$ cat config.mk
export PLATFORM = sky130hd
export DESIGN_NAME = vw3b_blend
export DESIGN_NICKNAME = d
export VERILOG_FILES = /design/src/design/vw3b_pkg.sv /design/src/design/vw3b_blend.sv
export SDC_FILE = /design/constraint.sdc
export NUM_CORES = 2
export LEC_CHECK = 0
export BUFFER_PORTS_ARGS = -buffer_cell sky130_fd_sc_hd__buf_2
export CAP_MARGIN = 10
export CORE_UTILIZATION = 45
export DETAILED_ROUTE_END_ITERATION = 10
export SYNTH_ARGS = -nofsm -noshare
export SYNTH_HDL_FRONTEND = slang
export SYNTH_SLANG_ARGS = --single-unit
$ cat constraint.sdc
create_clock -name clk -period 8.8 [get_ports clk]
set_input_delay 0.88 -clock clk [delete_from_list [all_inputs] [get_ports clk]]
set_output_delay 0.88 -clock clk [all_outputs]
set_load 0.02 [all_outputs]
$ cat src/design/vw3b_pkg.sv
// Shared types, codes and helpers of the variable weight 3x3 blur.
// Used by the stream interfaces, the blend unit and the top level; depends on nothing.
`default_nettype none
package vw3b_pkg;

    localparam int PIX_W    = 8;
    localparam int WORD_W   = 32;
    localparam int LW_W     = 11;
    localparam int CHN_W    = 3;
    localparam int CFG_IDX_W = 2;

    // configuration register indexes
    localparam logic [CFG_IDX_W-1:0] CFG_LINE_WIDTH    = 2'd0;
    localparam logic [CFG_IDX_W-1:0] CFG_CHANNEL_COUNT = 2'd1;
    localparam logic [CFG_IDX_W-1:0] CFG_ALPHA_PRESENT = 2'd2;
    localparam logic [CFG_IDX_W-1:0] CFG_MAP_RGB       = 2'd3;

    // floor(x/3) for x <= 765 as (x*683) >> 11
    localparam logic [10:0] DIV3_MUL   = 11'd683;
    localparam int          DIV3_SHIFT = 11;

    localparam logic [3:0] CENTRE_IDX = 4'd4;

    typedef struct packed {
        logic [CHN_W-1:0] chan_n;   // channels in use, 1..4
        logic             alpha;
    } blend_cfg_t;

    function automatic logic [PIX_W-1:0] byte_of(input logic [WORD_W-1:0] w,
                                                 input logic [1:0] idx);
        return w[idx*PIX_W +: PIX_W];
    endfunction

    // window slot of neighbour k (centre skipped)
    function automatic logic [3:0] nb_of(input logic [2:0] k);
        logic [3:0] r;
        r = {1'b0, k};
        if (k >= 3'd4)
            r = {1'b0, k} + 4'd1;
        return r;
    endfunction

endpackage
`default_nettype wire

$ cat src/design/vw3b_blend.sv
// Blend unit: one output pixel, channel by channel, over multiply states and a
// bit-serial divider. Depends on vw3b_pkg.
`default_nettype none
module vw3b_blend import vw3b_pkg::*; #(
    parameter int BETA_FRAC_BITS = 16
) (
    input  wire logic                    clk,
    input  wire logic                    rst_n,
    input  wire logic                    start,
    input  wire blend_cfg_t              cfg,
    input  wire logic [WORD_W-1:0]       col [9],
    input  wire logic [BETA_FRAC_BITS:0] beta,
    output      logic                    done,
    output      logic [PIX_W-1:0]        res [4]
);

    localparam int F   = BETA_FRAC_BITS;
    localparam int KW  = F + 1;
    localparam int P1W = KW + 8;
    localparam int P2W = KW + 19;
    localparam int SPW = KW + 11;
    localparam int NW  = KW + 22;
    localparam int RW  = NW - F - 1;

    typedef enum logic [2:0] {
        B_IDLE, B_CHAN, B_ACC, B_MUL1, B_MUL2, B_SUM, B_DIV, B_STORE
    } bstate_t;

    bstate_t          state_reg;
    logic [1:0]       ch_reg;
    logic [2:0]       k_reg;
    logic [10:0]      s_reg;
    logic [18:0]      x_reg;
    logic [10:0]      y_reg;
    logic [P1W-1:0]   p1_reg;
    logic [P2W-1:0]   p2_reg;
    logic [P2W-1:0]   p3_reg;
    logic [RW-1:0]    rem_reg;
    logic [8:0]       q_reg;
    logic [3:0]       i_reg;
    logic [8:0]       r_reg;
    logic             done_reg;
    logic [PIX_W-1:0] res_reg [4];

    logic [KW-1:0]     keep;
    logic [1:0]        a_idx;
    logic              use_alpha;
    logic              ch_off;
    logic [WORD_W-1:0] nb_word;
    logic [PIX_W-1:0]  nb_v;
    logic [PIX_W-1:0]  nb_a;
    logic [PIX_W-1:0]  ctr_v;
    logic [PIX_W-1:0]  ctr_a;
    logic [PIX_W-1:0]  own_v;
    logic [SPW-1:0]    plain_sum;
    logic [P1W-1:0]    zero_sum;
    logic [NW-1:0]     num_full;
    logic [RW-1:0]     div_step;
    logic [8:0]        q_next;

    always_comb
    begin
        keep      = (KW'(1) << F) - beta;
        a_idx     = 2'(cfg.chan_n - 3'd1);
        use_alpha = cfg.alpha && (ch_reg != a_idx);
        ch_off    = {1'b0, ch_reg} >= cfg.chan_n;
        nb_word   = col[nb_of(k_reg)];
        nb_v      = byte_of(nb_word, ch_reg);
        nb_a      = byte_of(nb_word, a_idx);
        ctr_v     = byte_of(col[CENTRE_IDX], ch_reg);
        ctr_a     = byte_of(col[CENTRE_IDX], a_idx);
        own_v     = use_alpha ? ((ctr_a != '0) ? ctr_v : '0) : ctr_v;
        plain_sum = (SPW'(p1_reg) << 3) + SPW'(p2_reg) + (SPW'(4) << F);
        zero_sum  = p1_reg + (P1W'(1) << (F - 1));
        num_full  = ((NW'(p3_reg) + NW'(p2_reg)) << 1) + (NW'(y_reg) << F);
        div_step  = RW'(y_reg) << i_reg;
        q_next    = q_reg;
        if (rem_reg >= div_step)
            q_next = q_reg | (9'd1 << i_reg);
    end

    always_ff @(posedge clk or negedge rst_n)
    begin
        if (!rst_n)
        begin
            state_reg <= B_IDLE;
            done_reg  <= 1'b0;
            ch_reg    <= '0;
            k_reg     <= '0;
        end
        else
        begin
            done_reg <= 1'b0;
            case (state_reg)
                B_IDLE:
                begin
                    if (start)
                    begin
                        ch_reg    <= '0;
                        state_reg <= B_CHAN;
                    end
                end
                B_CHAN:
                begin
                    if (ch_off)
                    begin
                        res_reg[ch_reg] <= '0;
                        ch_reg          <= ch_reg + 2'd1;
                        if (ch_reg == 2'd3)
                        begin
                            done_reg  <= 1'b1;
                            state_reg <= B_IDLE;
                        end
                    end
                    else
                    begin
                        s_reg     <= '0;
                        x_reg     <= '0;
                        y_reg     <= '0;
                        k_reg     <= '0;
                        state_reg <= B_ACC;
                    end
                end
                B_ACC:
                begin
                    s_reg <= s_reg + 11'(nb_v);
                    x_reg <= x_reg + 19'(nb_v) * 19'(nb_a);
                    y_reg <= y_reg + 11'(nb_a);
                    k_reg <= k_reg + 3'd1;
                    if (k_reg == 3'd7)
                        state_reg <= B_MUL1;
                end
                B_MUL1:
                begin
                    p1_reg    <= P1W'(keep) * P1W'(own_v);
                    p2_reg    <= P2W'(beta) * (use_alpha ? P2W'(x_reg) : P2W'(s_reg));
                    state_reg <= B_MUL2;
                end
                B_MUL2:
                begin
                    if (!use_alpha)
                    begin
                        r_reg     <= plain_sum[SPW-1:F+3];
                        state_reg <= B_STORE;
                    end
                    else if (y_reg == '0)
                    begin
                        r_reg     <= zero_sum[P1W-1:F];
                        state_reg <= B_STORE;
                    end
                    else
                    begin
                        p3_reg    <= P2W'(p1_reg) * P2W'(y_reg);
                        state_reg <= B_SUM;
                    end
                end
                B_SUM:
                begin
                    rem_reg   <= num_full[NW-1:F+1];
                    q_reg     <= '0;
                    i_reg     <= 4'd8;
                    state_reg <= B_DIV;
                end
                B_DIV:
                begin
                    // one quotient bit per cycle, restoring
                    if (rem_reg >= div_step)
                        rem_reg <= rem_reg - div_step;
                    q_reg <= q_next;
                    i_reg <= i_reg - 4'd1;
                    if (i_reg == 4'd0)
                    begin
                        r_reg     <= q_next;
                        state_reg <= B_STORE;
                    end
                end
                B_STORE:
                begin
                    res_reg[ch_reg] <= (r_reg > 9'd255) ? 8'd255 : r_reg[7:0];
                    ch_reg          <= ch_reg + 2'd1;
                    if (ch_reg == 2'd3)
                    begin
                        done_reg  <= 1'b1;
                        state_reg <= B_IDLE;
                    end
                    else
                        state_reg <= B_CHAN;
                end
                default:
                    state_reg <= B_IDLE;
            endcase
        end
    end

    assign done = done_reg;
    assign res  = res_reg;

endmodule
`default_nettype wire
==> impl_results.md <==
- Number of cells produced by synthesis: 4576
- Post-synthesis instance area: 42400 µm²
- Main combinational cell family by area after synthesis: adder cells
- PortBufs: 344
- Max Cap Viol: 0
- Data arrival time of the critical path: 8410 ps
- Crit path capture type: register
- Via density: 5.54
- Vias in the first global route: 34.4k
- Run status: complete, no violations
- Crit-path max FO: 15
- Total Wirelength: 129 mm
- Share of layout cells above drive strength 1: 12.8%
- Synthesized-area fraction occupied by and/or/nand/nor cells: 17.0%
- Number of nets in the layout: 6174
- TritonRoute pass-1 iters: 6
- Iter 0 DRT Violations: 2647
- Number of nets with antenna violations after detailed routing: 0
- Buffer levels on the longest clock path: 3
- Setup_tns: 0 ps
- Full die area: 95500 µm²
- F_max: 124 MHz
- Transition at the pin with the smallest max-transition slack: 1130 ps
- Count of unique library cells instantiated by Yosys: 91
- Clock net sink count: 223
- Xor and xnor area share after synthesis: 3.71%
- Rows: 112
- Warning count from the yosys run: 0
- Global-route met1 utilization: 37.2%
- Async set-or-reset flop fraction in the synthesized netlist: 4.04%
- Number of antenna violations at the first check in global routing: 13
- Cell area after placement: 45700 µm²
- Max-slew violations: 0
- Element type at the critical path start: register
- Most common flop cell mapped by yosys: sky130_fd_sc_hd__edfxtp_1
- Relative area change from synthesis to final layout: 10.2%
- Number of nets in the synthesized netlist: 5907
- Shortest period the worst path allows: 8090 ps
- Later-pin clock latency in the skew report: 620 ps
- Synthesized-area fraction occupied by ao, oa, aoi and oai cells: 8.71%
- Total number of vias: 33.9k
- Number of H-tree levels: 1
- Largest net degree at the start of global routing: 66
- Period utilisation layout: 91.9%
- Average routed wire per standard cell: 21.1 µm
- Core Box Area: 93300 µm²
- Skew final: 53.3 ps
- Unrepaired setup endpoints after global routing: false
- Die Height: 309 µm
- I/O pin cnt: 345
- Path class of the lowest-slack min-delay path: in -> async
- Count of final hold-check violations: 0
- Routability-driven placement congestion ratio: 0.954
- Fillcell total: 8875
- Die width: 309 µm
- Mean area per synthesized cell: 9.27 µm²
- CTS Buf Count: 28
- Overflow left after global routing: 0
- Worst setup path class: reg -> reg
- Starting Density: 45.4%
- Global router's overall resource usage: 27.3%
- Synthesized-area fraction occupied by adder cells: 40.8%
- Wire length of the first global-routing pass: 201 mm
- DRC viols: 0
- Cell with the largest stage delay on the worst path: sky130_fd_sc_hd__fa_1
- Mux cell area share after synthesis: 6.08%
- Library cell used as clock root buffer: sky130_fd_sc_hd__clkbuf_16
- Sequential fraction of the synthesis area: 15.7%
- Flop and latch count out of synthesis: 223
- Global routing usage on met2: 42.9%
- CTS tree: built
- Design Area, Final: 46700 µm²
- DP HPWL: 105 mm
- Most repeated library cell on the critical path: sky130_fd_sc_hd__fa_1
- Peak per-stage delay on the critical path: 560 ps
- Number of synthesized flops with an enable pin: 214
- Req. time, crit path: 9120 ps
- Total of endpoints with negative setup slack in the final report: 0
- Clock transition time at the flip-flop clock pins of the worst setup and hold paths: 60 ps
- Top Usage Layer GRT: met2
- Max_slew headroom: 24.6%
- Global-route track usage on met3: 5.76%
==> cell usage in the layout, fill, tap and decap left out, drive strengths merged, types with 8 or more instances in the layout <==
master | netlist | final
or3 | 12 | 12
buf | 20 | 438
nand2b | 36 | 36
nor2b | 81 | 81
o21bai | 28 | 28
nand2 | 683 | 683
mux4 | 93 | 93
nand4 | 9 | 9
and2 | 241 | 241
fa | 604 | 604
edfxtp | 214 | 214
a31oi | 27 | 27
inv | 706 | 706
clkinv | 3 | 17
a21boi | 16 | 16
a211oi | 17 | 17
o31ai | 10 | 10
ha | 415 | 415
xor2 | 65 | 65
o211ai | 15 | 15
nand3 | 45 | 45
nor3 | 55 | 55
or2 | 8 | 8
nor4 | 18 | 18
mux2i | 46 | 46
a21o | 51 | 51
o21ai | 180 | 180
and3 | 60 | 60
xnor2 | 114 | 114
clkbuf | 181 | 31
o21a | 26 | 26
dfrtp | 9 | 9
nor2 | 228 | 228
a21oi | 161 | 161
diode | 0 | 8
==> per-layer routing <==
layer / up-vias / wire length, µm
met5: - / 301
met4: 16 / 4810
met3: 232 / 10300
met2: 1250 / 58300
met1: 16900 / 55400
li1: 15500 / -
==> cells in the mapped netlist (all sizes together) (7+ instances only) <==
| cell | count | area [µm²] |
|---|---|---|
| mux4 | 93 | 2090 |
| o31ai | 10 | 80.1 |
| xnor2 | 114 | 1010 |
| o21a | 26 | 195 |
| o21bai | 28 | 210 |
| clkbuf | 181 | 679 |
| edfxtp | 214 | 6430 |
| nor2 | 228 | 856 |
| inv | 706 | 2650 |
| nand2b | 36 | 225 |
| fa | 604 | 12100 |
| xor2 | 65 | 569 |
| o21ai | 180 | 905 |
| a31oi | 27 | 175 |
| dfrtp | 9 | 225 |
| or4 | 7 | 52.6 |
| nand4 | 9 | 62.6 |
| and2 | 241 | 1510 |
| nor2b | 81 | 507 |
| and3 | 60 | 375 |
| nand2 | 683 | 2570 |
| a21o | 51 | 383 |
| o211ai | 15 | 118 |
| mux2i | 46 | 460 |
| ha | 415 | 5190 |
| nand3 | 45 | 230 |
| nand3b | 7 | 52.6 |
| a21oi | 161 | 810 |
| a211oi | 17 | 133 |
| or2 | 8 | 50.1 |
| nor3b | 7 | 52.6 |
| nor4 | 18 | 128 |
| a21boi | 16 | 124 |
| or3 | 12 | 75.1 |
| buf | 20 | 90.1 |
| nor3 | 55 | 280 |
==> through the flow <==
stage / instances / setup WS [ps] / hold slack, ps / utilization [%]
final: 6126 / 710 / 127 / 50.1
after global routing: 6123 / 191 / 130 / 50.1
after CTS: 6110 / 502 / 106 / 50.0
after detailed placement: 6059 / 215 / 546 / 48.9
after global placement: 6059 / 346 / 532 / 48.9
after floorplan: 4576 / 495 / 518 / -
==> cell type report <==
type                       instances  area [µm²]  share of cell area (%)
clock inverter                    20         253                   0.541
timing repair buffer             438        2480                    5.30
sequential                       223        6650                    14.2
inverter                         709        2660                    5.69
tap                             1254        1570                    3.36
clock buffer                      31         712                    1.52
multi-input combinational       3443       32400                    69.3
antenna                            8        20.0                  0.0428
==> worst max-delay path, delay by kind of cell, from the launching register on <==
family	cells	cell delay [ps]
buffers and inverters	7	680
and+or+nand+nor	3	560
adders and majority gates	8	3700
DFF	1	360
xor gates and xnor gates	1	160
AOI/OAI and AO/OA	9	2370
==> kinds of logic (layout without fill, tap and decap cells) <==
logic type | Yosys count | in the layout
AND/OR/NAND/NOR | 1515 | 1515
adder cells (fa/ha/maj) | 1019 | 1019
buffers and inverters | 910 | 1198
AO/OA/AOI/OAI | 589 | 589
flip-flops | 223 | 223
XOR/XNOR | 179 | 179
multiplexers | 141 | 141
other | 0 | 8
==> path summary, 6_finish.rpt <==
kind	cells past startpoint	startpoint	endpoint	slack [ps]
worst max-delay path	28	ch_reg[0]	p2_reg[34]	710
worst min-delay path	1	rst_n	done	130
worst max register to register	28	ch_reg[0]	p2_reg[34]	710
worst min register to register	2	q_reg[5]	q_reg[5]	570
max in group asynchronous	1	rst_n	ch_reg[0]	8420
min in group clk	2	q_reg[5]	q_reg[5]	570
==> repair_timing <==
| item | in CTS | in global routing |
|---|---|---|
| setup buffers | 0 | 8 |
| endpoints found under the setup margin | 0 | 1 |
| hold buffers | 0 | 0 |
| resized for setup | 0 | 0 |
Power is left out: the tool's default activity adds up to more than one toggle a clock period on the data nets, which glitch-free logic cannot reach.
